--- src/hdl/cdoq_pkg.sv ---
// Shared constants, codes and state type for the coalescing drop-oldest queue.
package cdoq_pkg;

    localparam int DEPTH_DEF       = 64;
    localparam int HANDLE_BITS_DEF = 16;

    localparam int KIND_W   = 2;
    localparam int KEY_W    = 32;
    localparam int HANDLE_W = 16;
    localparam int DROP_W   = 16;
    localparam int FILL_W   = 7;

    localparam logic [KIND_W-1:0] KIND_PLAIN = 2'd0;
    localparam logic [KIND_W-1:0] KIND_KEYED = 2'd1;
    localparam logic [KIND_W-1:0] KIND_POP   = 2'd2;

    typedef enum logic [4:0] {
        ST_IDLE    = 5'b00001,
        ST_SCAN_RD = 5'b00010,
        ST_SCAN_WR = 5'b00100,
        ST_APPEND  = 5'b01000,
        ST_POP     = 5'b10000
    } t_state;

endpackage

--- src/hdl/coalescing_drop_oldest_queue.sv ---
// A null push, an unused kind or a pop of an empty queue completes straight from idle; a pop
// goes through ST_POP, a plain push through ST_APPEND; a keyed push to a non-empty queue first
// runs the key-removal pass (ST_SCAN_RD, ST_SCAN_WR): it reads each of the N entries held at
// accept and rewrites the kept ones through the single entry memory port pair, then appends.
// busy is high while a transaction runs, falling as o_valid rises. o_valid is high for one cycle and
// the receiver cannot stall. Synchronous active-low reset empties the queue, clears the drop count.
module coalescing_drop_oldest_queue #(
    parameter int DEPTH       = cdoq_pkg::DEPTH_DEF,
    parameter int HANDLE_BITS = cdoq_pkg::HANDLE_BITS_DEF
) (
    input  logic                           i_clk,
    input  logic                           i_rst_n,
    input  logic                           start,
    output logic                           busy,
    input  logic [cdoq_pkg::KIND_W-1:0]    i_kind,
    input  logic [cdoq_pkg::KEY_W-1:0]     i_key,
    input  logic [cdoq_pkg::HANDLE_W-1:0]  i_handle,
    output logic                           o_valid,
    output logic                           o_pop_valid,
    output logic [cdoq_pkg::HANDLE_W-1:0]  o_pop_handle,
    output logic                           o_evicted,
    output logic [cdoq_pkg::DROP_W-1:0]    o_drop_report,
    output logic [cdoq_pkg::FILL_W-1:0]    o_fill_level
);
    import cdoq_pkg::*;

    localparam int SW = (HANDLE_BITS < HANDLE_W) ? HANDLE_BITS : HANDLE_W;
    localparam int PW = $clog2(DEPTH);
    localparam int CW = $clog2(DEPTH + 1);
    localparam logic [CW:0]   DEPTH_S = (CW + 1)'(DEPTH);
    localparam logic [CW-1:0] DEPTH_C = CW'(DEPTH);

    typedef struct packed {
        logic              keyed;
        logic [KEY_W-1:0]  key;
        logic [SW-1:0]     handle;
    } t_entry;

    function automatic logic [PW-1:0] wrap(input logic [CW:0] s);
        logic [CW:0] d;
        d = (s >= DEPTH_S) ? (s - DEPTH_S) : s;
        return d[PW-1:0];
    endfunction

    t_entry mem [DEPTH];
    t_entry r_rd_data;

    t_state r_state, n_state;
    logic [PW-1:0]       r_head, n_head;
    logic [CW-1:0]       r_count, n_count;
    logic [CW-1:0]       r_rd_idx, n_rd_idx;
    logic [CW-1:0]       r_wr_idx, n_wr_idx;
    logic [DROP_W-1:0]   r_drop, n_drop;
    logic                r_keyed, n_keyed;
    logic [KEY_W-1:0]    r_key, n_key;
    logic [SW-1:0]       r_handle, n_handle;

    logic                r_done, n_done;
    logic                r_pop_valid, n_pop_valid;
    logic [HANDLE_W-1:0] r_pop_handle, n_pop_handle;
    logic                r_evicted, n_evicted;
    logic [DROP_W-1:0]   r_drop_report, n_drop_report;
    logic [FILL_W-1:0]   r_fill, n_fill;

    logic          we;
    logic [PW-1:0] waddr;
    t_entry        wdata;
    logic [PW-1:0] rd_addr;
    logic [SW-1:0] in_handle;
    logic          keep;
    logic          full;

    assign in_handle = i_handle[SW-1:0];
    assign keep      = !(r_rd_data.keyed && (r_rd_data.key == r_key));
    assign full      = (r_count == DEPTH_C);
    assign rd_addr   = wrap((CW + 1)'(r_head)
                            + (CW + 1)'((r_state == ST_SCAN_RD) ? r_rd_idx : '0));

    always_comb begin
        n_state       = r_state;
        n_head        = r_head;
        n_count       = r_count;
        n_rd_idx      = r_rd_idx;
        n_wr_idx      = r_wr_idx;
        n_drop        = r_drop;
        n_keyed       = r_keyed;
        n_key         = r_key;
        n_handle      = r_handle;
        n_done        = 1'b0;
        n_pop_valid   = r_pop_valid;
        n_pop_handle  = r_pop_handle;
        n_evicted     = r_evicted;
        n_drop_report = r_drop_report;
        n_fill        = r_fill;
        we            = 1'b0;
        waddr         = wrap((CW + 1)'(r_head) + (CW + 1)'(r_wr_idx));
        wdata         = r_rd_data;

        unique case (r_state)
            ST_IDLE: begin
                if (start) begin
                    n_keyed  = (i_kind == KIND_KEYED);
                    n_key    = i_key;
                    n_handle = in_handle;
                    n_rd_idx = '0;
                    n_wr_idx = '0;
                    case (i_kind) inside
                        KIND_PLAIN, KIND_KEYED: begin
                            if (in_handle != '0) begin
                                if ((i_kind == KIND_KEYED) && (r_count != '0)) begin
                                    n_state = ST_SCAN_RD;
                                end else begin
                                    n_state = ST_APPEND;
                                end
                            end else begin
                                n_done        = 1'b1;
                                n_pop_valid   = 1'b0;
                                n_pop_handle  = '0;
                                n_evicted     = 1'b0;
                                n_drop_report = '0;
                                n_fill        = FILL_W'(r_count);
                            end
                        end
                        KIND_POP: begin
                            if (r_count != '0) begin
                                n_state = ST_POP;
                            end else begin
                                n_done        = 1'b1;
                                n_pop_valid   = 1'b0;
                                n_pop_handle  = '0;
                                n_evicted     = 1'b0;
                                n_drop_report = r_drop;
                                n_drop        = '0;
                                n_fill        = FILL_W'(r_count);
                            end
                        end
                        default: begin
                            n_done        = 1'b1;
                            n_pop_valid   = 1'b0;
                            n_pop_handle  = '0;
                            n_evicted     = 1'b0;
                            n_drop_report = '0;
                            n_fill        = FILL_W'(r_count);
                        end
                    endcase
                end
            end
            ST_SCAN_RD: begin
                n_state = ST_SCAN_WR;
            end
            ST_SCAN_WR: begin
                if (keep) begin
                    we       = 1'b1;
                    n_wr_idx = r_wr_idx + 1'b1;
                end
                n_rd_idx = r_rd_idx + 1'b1;
                if ((r_rd_idx + 1'b1) == r_count) begin
                    n_count = keep ? (r_wr_idx + 1'b1) : r_wr_idx;
                    n_state = ST_APPEND;
                end else begin
                    n_state = ST_SCAN_RD;
                end
            end
            ST_APPEND: begin
                we           = 1'b1;
                waddr        = wrap((CW + 1)'(r_head) + (CW + 1)'(r_count));
                wdata.keyed  = r_keyed;
                wdata.key    = r_keyed ? r_key : '0;
                wdata.handle = r_handle;
                n_done        = 1'b1;
                n_pop_valid   = 1'b0;
                n_pop_handle  = '0;
                n_drop_report = '0;
                n_evicted     = full;
                if (full) begin
                    n_head = wrap((CW + 1)'(r_head) + (CW + 1)'(1));
                    if (!(&r_drop)) begin
                        n_drop = r_drop + 1'b1;
                    end
                    n_fill = FILL_W'(r_count);
                end else begin
                    n_count = r_count + 1'b1;
                    n_fill  = FILL_W'(r_count + 1'b1);
                end
                n_state = ST_IDLE;
            end
            ST_POP: begin
                n_done        = 1'b1;
                n_pop_valid   = 1'b1;
                n_pop_handle  = HANDLE_W'(r_rd_data.handle);
                n_evicted     = 1'b0;
                n_drop_report = '0;
                n_head        = wrap((CW + 1)'(r_head) + (CW + 1)'(1));
                n_count       = r_count - 1'b1;
                n_fill        = FILL_W'(r_count - 1'b1);
                n_state       = ST_IDLE;
            end
            default: begin
                n_state = ST_IDLE;
            end
        endcase
    end

    always_ff @(posedge i_clk) begin
        if (we) begin
            mem[waddr] <= wdata;
        end
        r_rd_data <= mem[rd_addr];
    end

    always_ff @(posedge i_clk) begin
        if (!i_rst_n) begin
            r_state  <= ST_IDLE;
            r_head   <= '0;
            r_count  <= '0;
            r_drop   <= '0;
            r_done   <= 1'b0;
        end else begin
            r_state  <= n_state;
            r_head   <= n_head;
            r_count  <= n_count;
            r_drop   <= n_drop;
            r_done   <= n_done;
        end
    end

    always_ff @(posedge i_clk) begin
        r_rd_idx      <= n_rd_idx;
        r_wr_idx      <= n_wr_idx;
        r_keyed       <= n_keyed;
        r_key         <= n_key;
        r_handle      <= n_handle;
        r_pop_valid   <= n_pop_valid;
        r_pop_handle  <= n_pop_handle;
        r_evicted     <= n_evicted;
        r_drop_report <= n_drop_report;
        r_fill        <= n_fill;
    end

    assign busy          = (r_state != ST_IDLE);
    assign o_valid       = r_done;
    assign o_pop_valid   = r_pop_valid;
    assign o_pop_handle  = r_pop_handle;
    assign o_evicted     = r_evicted;
    assign o_drop_report = r_drop_report;
    assign o_fill_level  = r_fill;

endmodule
--- config.mk ---
export PLATFORM = sky130hd
export DESIGN_NAME = coalescing_drop_oldest_queue
export DESIGN_NICKNAME = d
export VERILOG_FILES = /design/src/hdl/cdoq_pkg.sv /design/src/hdl/coalescing_drop_oldest_queue.sv
export SDC_FILE = /design/constraint.sdc
export NUM_CORES = 2
export LEC_CHECK = 0
export ABC_AREA = 0
export BUFFER_PORTS_ARGS = -buffer_cell sky130_fd_sc_hd__clkbuf_2
export CAP_MARGIN = 20
export CORE_MARGIN = 4
export CORE_UTILIZATION = 33
export CTS_CLUSTER_DIAMETER = 40
export DETAILED_ROUTE_END_ITERATION = 12
export GPL_TIMING_DRIVEN = 0
export PLACE_DENSITY_LB_ADDON = 0.3
export SLEW_MARGIN = 10
export SYNTH_ARGS = -nofsm -noshare
export SYNTH_HDL_FRONTEND = slang
export SYNTH_SLANG_ARGS = --single-unit
--- constraint.sdc ---
create_clock -name i_clk -period 5.6 [get_ports i_clk]
set_input_delay 0.28 -clock i_clk [delete_from_list [all_inputs] [get_ports i_clk]]
set_output_delay 0.28 -clock i_clk [all_outputs]
set_load 0.005 [all_outputs]
==> run summary <==
GR peak layer: met2
Number of remaining DRC errors: 2
DR vias: 69,500
Setup-failing EPs final: 1
Fill cells: 34,400
Worst slew pin tran: 1.30 ns
Crit start category: flip-flop
Die height: 633 um
Failing checks: DRC, setup timing
GP Congestion: 0.876
Initial Util: 33.1%
DRT Wirelength: 390 mm
Max Freq: 0.178 GHz
WL per Instance: 29.6 um
Area contributors post-synth: edfxtp_1 76%, mux4_2 14%, nand2_1 3.0%
Area growth from synthesis to layout: 22.3%
Design Power: 55.1 mW
DRT iter0 DRCs: 8,834
Area of the core: 389,000 um2
Final instance area: 157,000 um2
Seq pwr share: 49.2%
Met3 Use GR: 3.85%
Commonest non-fill, non-tap cells in the layout: 3,240 x edfxtp_1, 997 x nand2_1, 784 x mux4_2, 545 x nand3_1, 428 x clkbuf_16
Pin count of the biggest net entering global routing: 65
Combinational Power Share: 0.7%
Detail Route Antenna Nets: 0
Die X: 633 um
Post-synth top area cell: edfxtp_1
Flop-to-flop setup slack: -0.02 ns
GRT Util Overall: 19.1%
Ys async rst share: 0%
Initial antenna violation count: 32
Root Buffer: clkbuf_16
Max_cap viols: 0
Fin nets: 7,664
Row count: 229
Depth of the worst register-to-register path: 14
Crit path time final: 5.62 ns
Origin of the critical flop-to-flop path: r_state[4]$_SDFFE_PN0P_
Status: finished with violations
Placed instance area: 141,000 um2
PwrDens: 350 nW/um2
Top cell type's share of synthesized area: 75.5%
Via/cell ratio: 5.28
Syn_nets: 6,744
Clk pwr share: 50.1%
Terminus of the critical flop-to-flop path: r_rd_data[40]$_DFF_P_
Worst-Skew Late Latency: 0.99 ns
H-tree Lvls: 5
Clk_skew: 0.0769 ns
Startpoint of the worst hold path: i_kind[1]
Hold Vio Cnt, Final: 0
Worst hold slack: 0.0553 ns
Count of different cell masters after synthesis: 67
RSZ-0062 raised after global routing: yes
Internal power: 43.7 mW
Max FO, Critical Path: 10
Number of global-route vias before repair: 70,400
Met2 Use GR: 31.4%
Worst endpoint required time: 6.51 ns
Switching share of power: 20.7%
Synthesized area: 129,000 um2
Most used DFF post-synth: edfxtp_1
Worst ir drop on vdd: 259 uV
Setup WS post-layout: -0.0224 ns
Slew margin rel.: 12.5%
Dpl cells: 12,200
Pins Over Slew Limit: 0
Crit. End Element: flip-flop
Period utilization: 100%
Pre-CTS WS: -0.995 ns
Drt first pass iters: 10
CTS tree: built
P_leak: 50.9 nW
Synthesis-stage register bit count: 3,324
CTS Buf Count: 423
Worst Path Arrival: 6.54 ns
Most common cell after layout, fill and taps aside: edfxtp_1
Worst Setup SP: r_state[4]$_SDFFE_PN0P_
Number of synthesized flops with an enable pin: 3,240
Hold depth: 2
Layout cells sized above 1: 28.0%
Die Area: 400,000 um2
Syn Inst Count: 6,671
# IOs: 96
Seq/Total Area, Yosys: 76.8%
Syn Area/Cell: 19.3 um2
Worst Hold End: r_keyed$_DFFE_PP_
Hpwl dp: 266 mm
Sw power: 11.4 mW
PortBufs: 95
Yosys Warn Count: 0
WS Path Type: reg -> reg
Post-Layout Cell Count: 13,200
Total gr overflow: 0
Hold Crit Class: in -> reg
Clk slew on worst S/H paths: 0.05 ns
CTS max path bufs: 4
GRT met1 Usage: 24.0%
First-pass GRT wire length: 541 mm
Clock sink count: 3,324
## critical path, stage by stage (launching register included)
cell      delay (ns)
dfxtp_1         0.35
or3_4           0.42
nor3b_2         0.49
and2_1          0.23
ha_1            0.17
inv_1           0.06
fa_2            0.83
clkbuf_4        0.50
buf_1           0.74
mux4_2          0.37
nand2_1         0.07
nand3_1         0.11
nand2_1         0.07
o21ai_0         0.84
mux2_1          0.25
## flip-flops by register name, indices dropped and copies added, names as in the netlist, 5 cells and up
name and flops:
r_head 6, o_fill_level 7, r_wr_idx 7, mem 3136
o_drop_report 16, r_count 7, r_key 32, r_drop 16
r_rd_idx 7, r_state 5, r_handle 16, o_pop_handle 16
r_rd_data 49
## worst max-delay path by stage
stage,to,slack (ns)
2_1_floorplan,mem[0][0]$_DFFE_PP_,0.23
5_1_grt,r_rd_data[40]$_DFF_P_,-0.14
3_3_place_gp,mem[22][38]$_DFFE_PP_,-4.84
4_1_cts,mem[23][4]$_DFFE_PP_,-0.12
6_report,r_rd_data[40]$_DFF_P_,-0.02
3_5_place_dp,r_rd_data[38]$_DFF_P_,-0.99
## power by group through the flow
stage          logic, mW  registers [mW]  clock network, mW
4_1_cts            0.383            27.1               28.0
6_report           0.388            27.1               27.6
5_1_grt            0.409            27.1               29.1
3_5_place_dp       0.328            27.6                  0
2_1_floorplan      0.140            27.5                  0
3_3_place_gp       0.286            27.6                  0
## per-layer routing
| layer | part of all wire [%] | wire (um) |
|---|---|---|
| met3 | 8.2 | 32100 |
| met5 | 0.048 | 188 |
| met2 | 49 | 190000 |
| met1 | 38 | 147000 |
| met4 | 5.5 | 21500 |
## final cells by class
| type | instances | area (um2) | area share (%) |
|---|---|---|---|
| flip-flops and latches | 3324 | 99000 | 62.8 |
| multi-input cells | 2969 | 29300 | 18.6 |
| well taps | 5197 | 6500 | 4.13 |
| inverters | 18 | 67.6 | 0.0429 |
| repair buffers | 497 | 6600 | 4.19 |
| clock inverters | 305 | 3470 | 2.20 |
| plain buffers | 358 | 1570 | 0.997 |
| clock buffers | 484 | 11000 | 6.97 |
| diodes | 17 | 42.5 | 0.0270 |
## cell usage after synthesis (3+ instances only)
library cell and count:
dfxtp_1 84, nor2_1 123, ha_1 18, xnor2_1 59, buf_1 68, a221o_1 3, o211ai_1 3, buf_2 86
and3_1 22, nand4_1 19, mux4_2 784, and2_1 24, and4_1 7, nand3_1 555, nor3_1 13, mux2_1 10
nand2b_1 6, nand2_1 1046, a21oi_1 21, xor2_1 25, inv_1 16, or3_1 3, a211oi_1 3, o21ai_0 79
o21a_1 3, a21o_1 9, o21ai_1 39, mux2_2 39, nor4_1 9, clkbuf_1 205, nor2b_1 7, edfxtp_1 3240
## stage by stage
step	TNS (ns)	util [%]
final	-0.0224	40.5
after global placement	-	34.9
after floorplan	0	-
after detailed placement	-755.83	36.2
after global routing	-17.74	40.5
after CTS	-3.44	40.4
## cells by family (layout without fill, tap and decap cells)
logic type | after synthesis | after routing | synth area share, %
mux | 834 | 834 | 14.1
fa+ha+maj | 20 | 20 | 0.206
flops | 3324 | 3324 | 76.8
xor+xnor | 84 | 84 | 0.571
compound gates | 181 | 181 | 0.811
simple gates | 1848 | 1850 | 6.21
buf+inv | 380 | 1662 | 1.21
other cells | 0 | 17 | 0
## repair_timing
action / 4_1_cts / 5_1_grt
cloned: 2 / 0
hold endpoints to repair: 85 / 0
pin swaps: 40 / 16
hold buffers: 90 / 0
setup endpoints to repair: 3046 / 2301
gates resized for setup: 53 / 68
setup buffers: 83 / 34
Note: power is estimated with default switching activity, not from simulation.
